===== src/rtl/core/crfa_pkg.sv =====
// ---------------------------------------------------------------------------
// CRC framed register access: shared package
// Codes, widths, the CRC-8 byte update and the memory request structures.
// ---------------------------------------------------------------------------
package crfa_pkg;

  localparam int unsigned ADDR_W        = 6;
  localparam int unsigned BANK_DEPTH    = 64;
  localparam int unsigned REG_COUNT_DEF = 64;

  localparam logic [7:0] CRC_POLY = 8'h07;

  localparam logic [1:0] KIND_PLAIN = 2'b00;
  localparam logic [1:0] KIND_WRITE = 2'b01;
  localparam logic [1:0] KIND_READ  = 2'b10;

  typedef enum logic [1:0] {
    OP_START = 2'd0,
    OP_WRITE = 2'd1,
    OP_READ  = 2'd2,
    OP_STOP  = 2'd3
  } op_e;

  typedef enum logic [2:0] {
    PH_IDLE  = 3'd0,
    PH_CMD   = 3'd1,
    PH_PLAIN = 3'd2,
    PH_LEN   = 3'd3,
    PH_WDATA = 3'd4,
    PH_CRC   = 3'd5,
    PH_RDATA = 3'd6,
    PH_DROP  = 3'd7
  } phase_e;

  typedef enum logic [2:0] {
    ST_NONE   = 3'd0,
    ST_COMMIT = 3'd1,
    ST_ARMED  = 3'd2,
    ST_BADCRC = 3'd3,
    ST_BADLEN = 3'd4
  } status_e;

  // One write port and one read port of a byte-wide memory.
  typedef struct packed {
    logic              we;
    logic [ADDR_W-1:0] waddr;
    logic [7:0]        wdata;
    logic [ADDR_W-1:0] raddr;
  } mem_req_t;

  // CRC-8, polynomial x^8 + x^2 + x + 1, MSB first, one byte.
  function automatic logic [7:0] crc8_byte(input logic [7:0] crc, input logic [7:0] b);
    logic [7:0] c;
    c = crc ^ b;
    for (int i = 0; i < 8; i++) begin
      c = c[7] ? ((c << 1) ^ CRC_POLY) : (c << 1);
    end
    return c;
  endfunction

endpackage


===== src/rtl/core/crc_framed_register_access_unit.sv =====
// ---------------------------------------------------------------------------
// CRC framed register access unit
// Target-side byte register bank behind framed bus transactions with CRC-8.
// ---------------------------------------------------------------------------
// Each input transaction is one bus event (start, host write, host read,
// stop) and gives exactly one result transaction carrying the read byte and
// a status code. An event is taken into an input register and decoded from
// there into the output register, so one event is accepted per cycle while
// the output side keeps up. The bank read port is registered and always
// holds the byte at the current address. The one exception to that rate is
// a write frame whose CRC matches: its N staged bytes are copied into the
// bank through the single bank write port, one byte a cycle, so the next
// event waits until all N (from 1 to REG_COUNT) are copied. No clearing pass
// runs after reset.
// ---------------------------------------------------------------------------
module crc_framed_register_access_unit
  import crfa_pkg::*;
#(
  parameter int unsigned REG_COUNT = REG_COUNT_DEF
) (
  input  logic       clk_i,
  input  logic       rst_ni,
  input  logic       in_valid_i,
  output logic       in_ready_o,
  input  logic [1:0] op_i,
  input  logic [7:0] data_byte_i,
  output logic       out_valid_o,
  input  logic       out_ready_i,
  output logic [7:0] read_byte_o,
  output logic [2:0] status_o
);

  localparam logic [6:0] RegCountW = 7'(REG_COUNT);

  // Input register
  logic       s1_valid_q;
  op_e        op_q;
  logic [7:0] byte_q;

  // Output register
  logic       out_valid_q;
  logic [7:0] rbyte_q, rbyte_d;
  status_e    status_q, status_d;

  // Frame state
  phase_e            phase_q, phase_d;
  logic [1:0]        kind_q, kind_d;
  logic [ADDR_W-1:0] addr_q, addr_d;
  logic [6:0]        len_q, len_d;
  logic [6:0]        cnt_q, cnt_d;
  logic [7:0]        crc_q, crc_d;
  logic              armed_q, armed_d;
  logic              commit_q, commit_d;
  logic [6:0]        swp_q, swp_d;

  logic              fire;
  logic              out_free;
  logic              addr_ok;
  logic [ADDR_W-1:0] addr_inc;
  logic [6:0]        cnt_inc;
  logic [6:0]        swp_inc;
  logic [7:0]        bank_rd;
  logic [7:0]        bank_rd_raw;
  logic [7:0]        stg_rd;
  mem_req_t          bank_req;
  mem_req_t          stg_req;

  assign out_free   = !out_valid_q || out_ready_i;
  assign fire       = s1_valid_q && out_free && !commit_q;
  assign in_ready_o = !s1_valid_q || fire;

  assign addr_ok  = {1'b0, addr_q} < RegCountW;
  assign addr_inc = (({1'b0, addr_q} + 7'd1) >= RegCountW) ? '0 : addr_q + 1'b1;
  assign cnt_inc  = cnt_q + 7'd1;
  assign swp_inc  = swp_q + 7'd1;
  assign bank_rd  = addr_ok ? bank_rd_raw : 8'hFF;

  always_comb begin
    phase_d  = phase_q;
    kind_d   = kind_q;
    addr_d   = addr_q;
    len_d    = len_q;
    cnt_d    = cnt_q;
    crc_d    = crc_q;
    armed_d  = armed_q;
    commit_d = commit_q;
    swp_d    = swp_q;
    rbyte_d  = '0;
    status_d = ST_NONE;

    bank_req.we    = 1'b0;
    bank_req.waddr = addr_q;
    bank_req.wdata = byte_q;
    stg_req.we     = 1'b0;
    stg_req.waddr  = cnt_q[ADDR_W-1:0];
    stg_req.wdata  = byte_q;

    if (commit_q) begin
      // Copy one staged byte per cycle into the bank.
      bank_req.we    = addr_ok;
      bank_req.wdata = stg_rd;
      addr_d         = addr_inc;
      swp_d          = swp_inc;
      if (swp_inc >= len_q) begin
        commit_d = 1'b0;
      end
    end else if (fire) begin
      case (op_q)
        OP_START: begin
          phase_d = armed_q ? PH_RDATA : PH_CMD;
        end
        OP_STOP: begin
          phase_d = PH_IDLE;
          armed_d = 1'b0;
        end
        OP_WRITE: begin
          case (phase_q)
            PH_CMD: begin
              addr_d = byte_q[ADDR_W-1:0];
              kind_d = byte_q[7:6];
              crc_d  = crc8_byte(8'h00, byte_q);
              case (byte_q[7:6])
                KIND_PLAIN:            phase_d = PH_PLAIN;
                KIND_WRITE, KIND_READ: phase_d = PH_LEN;
                default:               phase_d = PH_DROP;
              endcase
            end
            PH_PLAIN: begin
              bank_req.we = addr_ok;
              addr_d      = addr_inc;
              status_d    = ST_COMMIT;
            end
            PH_LEN: begin
              crc_d = crc8_byte(crc_q, byte_q);
              if ((byte_q == 8'h00) || (byte_q > {1'b0, RegCountW})) begin
                phase_d  = PH_DROP;
                status_d = ST_BADLEN;
              end else begin
                len_d   = byte_q[6:0];
                cnt_d   = '0;
                phase_d = (kind_q == KIND_WRITE) ? PH_WDATA : PH_CRC;
              end
            end
            PH_WDATA: begin
              stg_req.we = 1'b1;
              crc_d      = crc8_byte(crc_q, byte_q);
              cnt_d      = cnt_inc;
              if (cnt_inc >= len_q) begin
                phase_d = PH_CRC;
              end
            end
            PH_CRC: begin
              if (byte_q != crc_q) begin
                phase_d  = PH_DROP;
                status_d = ST_BADCRC;
              end else if (kind_q == KIND_WRITE) begin
                commit_d = 1'b1;
                swp_d    = '0;
                phase_d  = PH_DROP;
                status_d = ST_COMMIT;
              end else begin
                armed_d  = 1'b1;
                cnt_d    = '0;
                phase_d  = PH_RDATA;
                status_d = ST_ARMED;
              end
            end
            PH_RDATA: begin
              armed_d = 1'b0;
              phase_d = PH_DROP;
            end
            default: begin
            end
          endcase
        end
        OP_READ: begin
          case (phase_q)
            PH_CMD, PH_PLAIN: begin
              phase_d = PH_PLAIN;
              rbyte_d = bank_rd;
              addr_d  = addr_inc;
            end
            PH_RDATA: begin
              if (cnt_q < len_q) begin
                rbyte_d = bank_rd;
                addr_d  = addr_inc;
                crc_d   = crc8_byte(crc_q, bank_rd);
                cnt_d   = cnt_inc;
              end else begin
                // The trailing byte of a read is the running CRC.
                armed_d = 1'b0;
                phase_d = PH_DROP;
                rbyte_d = crc_q;
              end
            end
            PH_LEN, PH_WDATA, PH_CRC: begin
              phase_d = PH_DROP;
              rbyte_d = 8'hFF;
            end
            default: begin
              rbyte_d = 8'hFF;
            end
          endcase
        end
        default: begin
        end
      endcase
    end

    // The bank read port follows the next address; the staging read port
    // follows the next copy index.
    bank_req.raddr = addr_d;
    stg_req.raddr  = swp_d[ADDR_W-1:0];
  end

  always_ff @(posedge clk_i or negedge rst_ni) begin
    if (!rst_ni) begin
      s1_valid_q <= 1'b0;
    end else if (in_ready_o) begin
      s1_valid_q <= in_valid_i;
    end
  end

  always_ff @(posedge clk_i) begin
    if (in_ready_o && in_valid_i) begin
      op_q   <= op_e'(op_i);
      byte_q <= data_byte_i;
    end
  end

  always_ff @(posedge clk_i or negedge rst_ni) begin
    if (!rst_ni) begin
      out_valid_q <= 1'b0;
    end else if (fire) begin
      out_valid_q <= 1'b1;
    end else if (out_ready_i) begin
      out_valid_q <= 1'b0;
    end
  end

  always_ff @(posedge clk_i) begin
    if (fire) begin
      rbyte_q  <= rbyte_d;
      status_q <= status_d;
    end
  end

  always_ff @(posedge clk_i or negedge rst_ni) begin
    if (!rst_ni) begin
      phase_q  <= PH_IDLE;
      kind_q   <= '0;
      addr_q   <= '0;
      len_q    <= '0;
      cnt_q    <= '0;
      crc_q    <= '0;
      armed_q  <= 1'b0;
      commit_q <= 1'b0;
      swp_q    <= '0;
    end else begin
      phase_q  <= phase_d;
      kind_q   <= kind_d;
      addr_q   <= addr_d;
      len_q    <= len_d;
      cnt_q    <= cnt_d;
      crc_q    <= crc_d;
      armed_q  <= armed_d;
      commit_q <= commit_d;
      swp_q    <= swp_d;
    end
  end

  crfa_bank u_bank (
    .clk_i     (clk_i),
    .rst_ni    (rst_ni),
    .req_i     (bank_req),
    .rd_data_o (bank_rd_raw)
  );

  crfa_stage_buf u_stage_buf (
    .clk_i     (clk_i),
    .req_i     (stg_req),
    .rd_data_o (stg_rd)
  );

  assign out_valid_o = out_valid_q;
  assign read_byte_o = rbyte_q;
  assign status_o    = status_q;

endmodule


===== src/rtl/core/crfa_bank.sv =====
// ---------------------------------------------------------------------------
// CRC framed register access: register bank
// Byte memory with per-entry valid bits so that reset reads as zero. The
// read port is registered and forwards a write to the same address.
// ---------------------------------------------------------------------------
module crfa_bank
  import crfa_pkg::*;
(
  input  logic       clk_i,
  input  logic       rst_ni,
  input  mem_req_t   req_i,
  output logic [7:0] rd_data_o
);

  logic [7:0]            mem [BANK_DEPTH];
  logic [BANK_DEPTH-1:0] valid_q;
  logic [7:0]            rd_q;

  always_ff @(posedge clk_i) begin
    if (req_i.we) begin
      mem[req_i.waddr] <= req_i.wdata;
    end
  end

  always_ff @(posedge clk_i or negedge rst_ni) begin
    if (!rst_ni) begin
      valid_q <= '0;
    end else if (req_i.we) begin
      valid_q[req_i.waddr] <= 1'b1;
    end
  end

  // An entry never written since reset reads as zero.
  always_ff @(posedge clk_i or negedge rst_ni) begin
    if (!rst_ni) begin
      rd_q <= '0;
    end else if (req_i.we && (req_i.waddr == req_i.raddr)) begin
      rd_q <= req_i.wdata;
    end else if (valid_q[req_i.raddr]) begin
      rd_q <= mem[req_i.raddr];
    end else begin
      rd_q <= '0;
    end
  end

  assign rd_data_o = rd_q;

endmodule


===== src/rtl/core/crfa_stage_buf.sv =====
// ---------------------------------------------------------------------------
// CRC framed register access: staging buffer
// Holds the data bytes of a write frame until its CRC has been checked.
// ---------------------------------------------------------------------------
module crfa_stage_buf
  import crfa_pkg::*;
(
  input  logic       clk_i,
  input  mem_req_t   req_i,
  output logic [7:0] rd_data_o
);

  logic [7:0] mem [BANK_DEPTH];
  logic [7:0] rd_q;

  always_ff @(posedge clk_i) begin
    if (req_i.we) begin
      mem[req_i.waddr] <= req_i.wdata;
    end
    rd_q <= mem[req_i.raddr];
  end

  assign rd_data_o = rd_q;

endmodule


===== config.mk =====
export PLATFORM = sky130hd
export DESIGN_NAME = crc_framed_register_access_unit
export DESIGN_NICKNAME = d
export VERILOG_FILES = /design/src/rtl/core/crfa_pkg.sv /design/src/rtl/core/crc_framed_register_access_unit.sv /design/src/rtl/core/crfa_bank.sv /design/src/rtl/core/crfa_stage_buf.sv
export SDC_FILE = /design/constraint.sdc
export NUM_CORES = 2
export LEC_CHECK = 0
export BUFFER_PORTS_ARGS = -buffer_cell sky130_fd_sc_hd__clkbuf_2
export CAP_MARGIN = 20
export CELL_PAD_IN_SITES_DETAIL_PLACEMENT = 1
export CELL_PAD_IN_SITES_GLOBAL_PLACEMENT = 1
export CORE_UTILIZATION = 35
export CTS_BUF_LIST = sky130_fd_sc_hd__clkbuf_4
export CTS_CLUSTER_SIZE = 30
export DETAILED_ROUTE_END_ITERATION = 7
export GPL_TIMING_DRIVEN = 1
export PLACE_DENSITY = 0.6
export SLEW_MARGIN = 20
export SYNTH_ARGS = -nofsm -noshare
export SYNTH_HDL_FRONTEND = slang
export SYNTH_SLANG_ARGS = --single-unit

===== constraint.sdc =====
create_clock -name clk_i -period 5.52 [get_ports clk_i]
set_clock_uncertainty 0.2 [all_clocks]
set_input_delay 1.104 -clock clk_i [delete_from_list [all_inputs] [get_ports clk_i]]
set_output_delay 1.104 -clock clk_i [all_outputs]
set_load 0.05 [all_outputs]

==> impl_metrics.csv <==
group,metric,value,unit
timing,setup_tns,0,ps
flow_run,maxCapViolCount,0,
synth,avgSynthCellArea,12.5,sq um
timing,fin_crit_sh,0.941,
setup_path,endpoint_kind,"register",
power,seqPwrFrac,0.417,
clocking,clock-sinks,1169,
clocking,htree_num_levels,5,
status,status,"completed",
power,clkPwrFrac,0.322,
min_path,worst_hold_path.endpoint,"out_valid_o",
timing,maxSlewHeadroom,0.274,
synth,ys_warn_count,0,
timing,rsz0062_at_grt,"false",
min_path,hp-class,"input port to register",
clocking,cts_root_buf,"clkbuf_4",
timing,timing.fmax,193,MHz
synth,ys_ff_latch,1169,
setup_path,slowest_delay,540,ps
timing,finalMaxSlewViolations,0,
detailed_routing,drt_drc_violations_left,0,
detailed_routing,routed_via_density,5.27,
die,die_w,377,um
final_layout,layout.nets,4342,
synth,synth_flop_cell,"edfxtp_1",
place,hpwlAfterDp,91.8,mm
synth,synth_top_area_share,0.639,
setup_path,worst-setup-path-type,"register to register",
synth,ys_seq_area_frac,0.702,
clocking,clk_latency,1260,ps
detailed_routing,ant_nets,0,
power,swShare,0.334,
synth,synth_top_area_cell,"edfxtp_1",
timing,fin_hold_ws,181,ps
grt,grt_pass1_wl,227,mm
min_path,hp-start,"out_ready_i",
final_layout,synthToLayoutAreaGrowth,15.9,%
setup_path,startpoint_type,"register",
min_path,holdPathStages,3,
grt,antenna_found_initial,3,
synth,ys_types,76,
clocking,clk_pin_slew_worst_paths,60,ps
detailed_routing,wl_per_cell,23.5,um
setup_path,cp_max_fo,56,
power,leakagePower,20.7,nW
place,place_ws,248,ps
detailed_routing,drt_iter0_drc,2079,
power,pwr-share-comb,0.261,
clocking,cts.path.max_buffers,4,
clocking,cts_tree,"built",
place,io_buffers,26,
power,intPower,16.2,mW
detailed_routing,via_count,33700,
setup_path,rr_endpoint,"u_bank.rd_data_o[0]",
setup_path,crit_slowest_cell,"a2111oi_4",
setup_path,critPathArrivalTime,6130,ps
grt,grt_max_degree,100,
grt,gr-total-overflow,0,
clocking,cts_buffers,330,
setup_path,worst-path-buf-inv,3,
synth,synth_nets,3990,
die,fp-row-count,137,
detailed_routing,wl,150,mm
timing,setup_ws,326,ps
grt,grt_usage,0.213,
setup_path,crit_family,"compound AO/OA/AOI/OAI gates",
die,start_util,0.352,
synth,mappedNetlistArea,49100,sq um
die,die_area,142000,sq um
detailed_routing,dr.pass1.iters,5,
timing,period_minus_slack,5190,ps
timing,hold_viol,0,
power,power.density,427,nW/um^2
die,ios,27,
setup_path,rr_worst_depth,15,
final_layout,final_core_util,0.408,
die,core_region_area,139000,sq um
final_layout,drive_above_1_share,0.193,
setup_path,r2r_start,"cnt_q[1]",
power,p_total,24.3,mW
timing,setup_violations,0,
power,p_sw,8.12,mW
setup_path,cp.required,6450,ps
grt,grt_pass1_vias,35800,
setup_path,crit_chain,"ha_1, nand2b_4, a2111oi_4, o21a_1, a211o_1, nand2_8, inv_8, buf_4, buf_4, nand2_1, and3_1, a311oi_1, nor4_1, o211ai_1, o311a_1",
synth,async_flop_share,0.0992,
synth,synthCells,3940,
setup_path,cp_num_cells,15,
place,place.gp.congestion,0.817,
die,dieHeight,377,um
clocking,post_cts_buffers,0,
synth,synth_edf_count,1045,
setup_path,crit_path_frequent_cell,"buf_4",
power,ir_drop,278,uV
setup_path,rrSetupSlack,330,ps
synth,yosys-top-cells-area,"edfxtp_1 (64%), nand2_1 (7.9%), dfrtp_1 (5.9%)",
final_layout,n_fill_cell,14900,
timing,worstMarginPinSlew,1080,ps
## worst register-to-register path, stage by stage (launching register included)
cell       delay [ps]
dfrtp_1           470
ha_1              360
nand2b_4           70
a2111oi_4         540
o21a_1            360
a211o_1           350
nand2_8           100
inv_8             350
buf_4             440
buf_4             380
nand2_1           100
and3_1            170
a311oi_1          290
nor4_1            140
o211ai_1          510
o311a_1           240
## sequential cells by signal, indices dropped and copies added (netlist names), 2 cells and up
| register | count |
|---|---|
| read_byte_o | 8 |
| swp_q | 7 |
| u_bank.rd_data_o | 8 |
| cnt_q | 7 |
| u_stage_buf.mem | 512 |
| op_q | 2 |
| addr_q | 6 |
| phase_q | 3 |
| u_bank.mem | 512 |
| u_stage_buf.rd_data_o | 8 |
| kind_q | 2 |
| byte_q | 8 |
| u_bank.valid_q | 64 |
| len_q | 7 |
| status_o | 3 |
| crc_q | 8 |
## timing repair
| action | CTS | global route |
|---|---|---|
| setup endpoints to repair | 0 | 0 |
| hold endpoints to repair | 98 | 0 |
| hold buffers | 12 | 0 |
| gates resized for setup | 0 | 0 |
## logic make-up (layout without fill, tap and decap cells)
family / Yosys count / count (layout) / synth area share
fa+ha+maj: 36 / 36 / 0.00917
simple gates: 1745 / 1745 / 0.155
buf+inv: 300 / 878 / 0.0257
flops: 1169 / 1169 / 0.702
other cells: 0 / 7 / 0
compound gates: 565 / 565 / 0.0849
mux: 53 / 53 / 0.0109
xor+xnor: 72 / 72 / 0.0128
## layout make-up
cell class | instances | area, sq um | share of cell area
Tap cell | 1876 | 2350 | 0.0412
Clock buffer | 492 | 3690 | 0.0649
Timing Repair Buffer | 280 | 2350 | 0.0413
Antenna cell | 7 | 17.5 | 0.000308
Multi-Input combinational cell | 2471 | 13500 | 0.238
Sequential cell | 1169 | 34400 | 0.605
Inverter | 40 | 169 | 0.00297
Clock inverter | 66 | 362 | 0.00635
## layout by cell type, fill, tap and decap left out, drive strengths merged, types with 62 or more instances in the layout
cell type,synthesis,routed
o21ai,62,62
a311oi,134,134
a31oi,75,75
nand3,284,284
clkbuf,147,517
a21oi,96,96
dfrtp,116,116
or2,64,64
and3,111,111
nand2,1033,1033
edfxtp,1045,1045
buf,113,243
nor2,166,166
## cells in the mapped netlist, types with 15 or more instances
cell	number
a31oi_1	75
mux2i_1	48
nand2b_1	20
or2_2	63
nor2_1	165
inv_1	35
o21ai_0	60
a221oi_1	33
a211oi_1	15
xor2_1	15
a22o_1	17
a311o_1	27
a21oi_1	96
a311oi_1	134
and3_1	111
dfrtp_1	116
buf_2	87
ha_1	36
nand3_1	284
edfxtp_1	1045
buf_1	21
nand2_1	1031
clkbuf_1	146
xnor2_1	57
## per-layer routing
layer / vias up / wire (um) / global-route usage
met5: - / 0 / 0
met4: 0 / 4120 / 0.0788
met3: 238 / 6200 / 0.0349
met2: 820 / 75300 / 0.364
met1: 17200 / 64800 / 0.272
li1: 15400 / - / -
## per-stage QoR
| step | instance area (sq um) | cells |
|---|---|---|
| 2_1_floorplan | 49100 | 3940 |
| 3_3_place_gp | 52700 | 5823 |
| 3_5_place_dp | 52700 | 5824 |
| 4_1_cts | 56900 | 6394 |
| 5_1_grt | 56900 | 6400 |
| 6_report | 56900 | 6401 |
## power groups by stage
stage	Sequential (mW)	Combinational [mW]	Clock (mW)
2_1_floorplan	10.3	4.05	0
4_1_cts	10.1	6.38	8.06
6_report	10.1	6.34	7.83
3_5_place_dp	10.3	6.35	0
3_3_place_gp	10.3	6.29	0
5_1_grt	10.2	6.87	8.48
## how the worst max path moves through the flow
stage	slack, ps	endpoint	from
2_1_floorplan	530	u_bank.mem[0][6]	byte_q[6]
3_5_place_dp	250	u_bank.rd_data_o[1]	out_ready_i
6_report	330	u_bank.rd_data_o[0]	cnt_q[1]
4_1_cts	330	u_bank.rd_data_o[0]	cnt_q[1]
5_1_grt	140	u_bank.rd_data_o[0]	cnt_q[0]
3_3_place_gp	210	u_bank.rd_data_o[1]	out_ready_i
(Power assumes the default switching activity.)
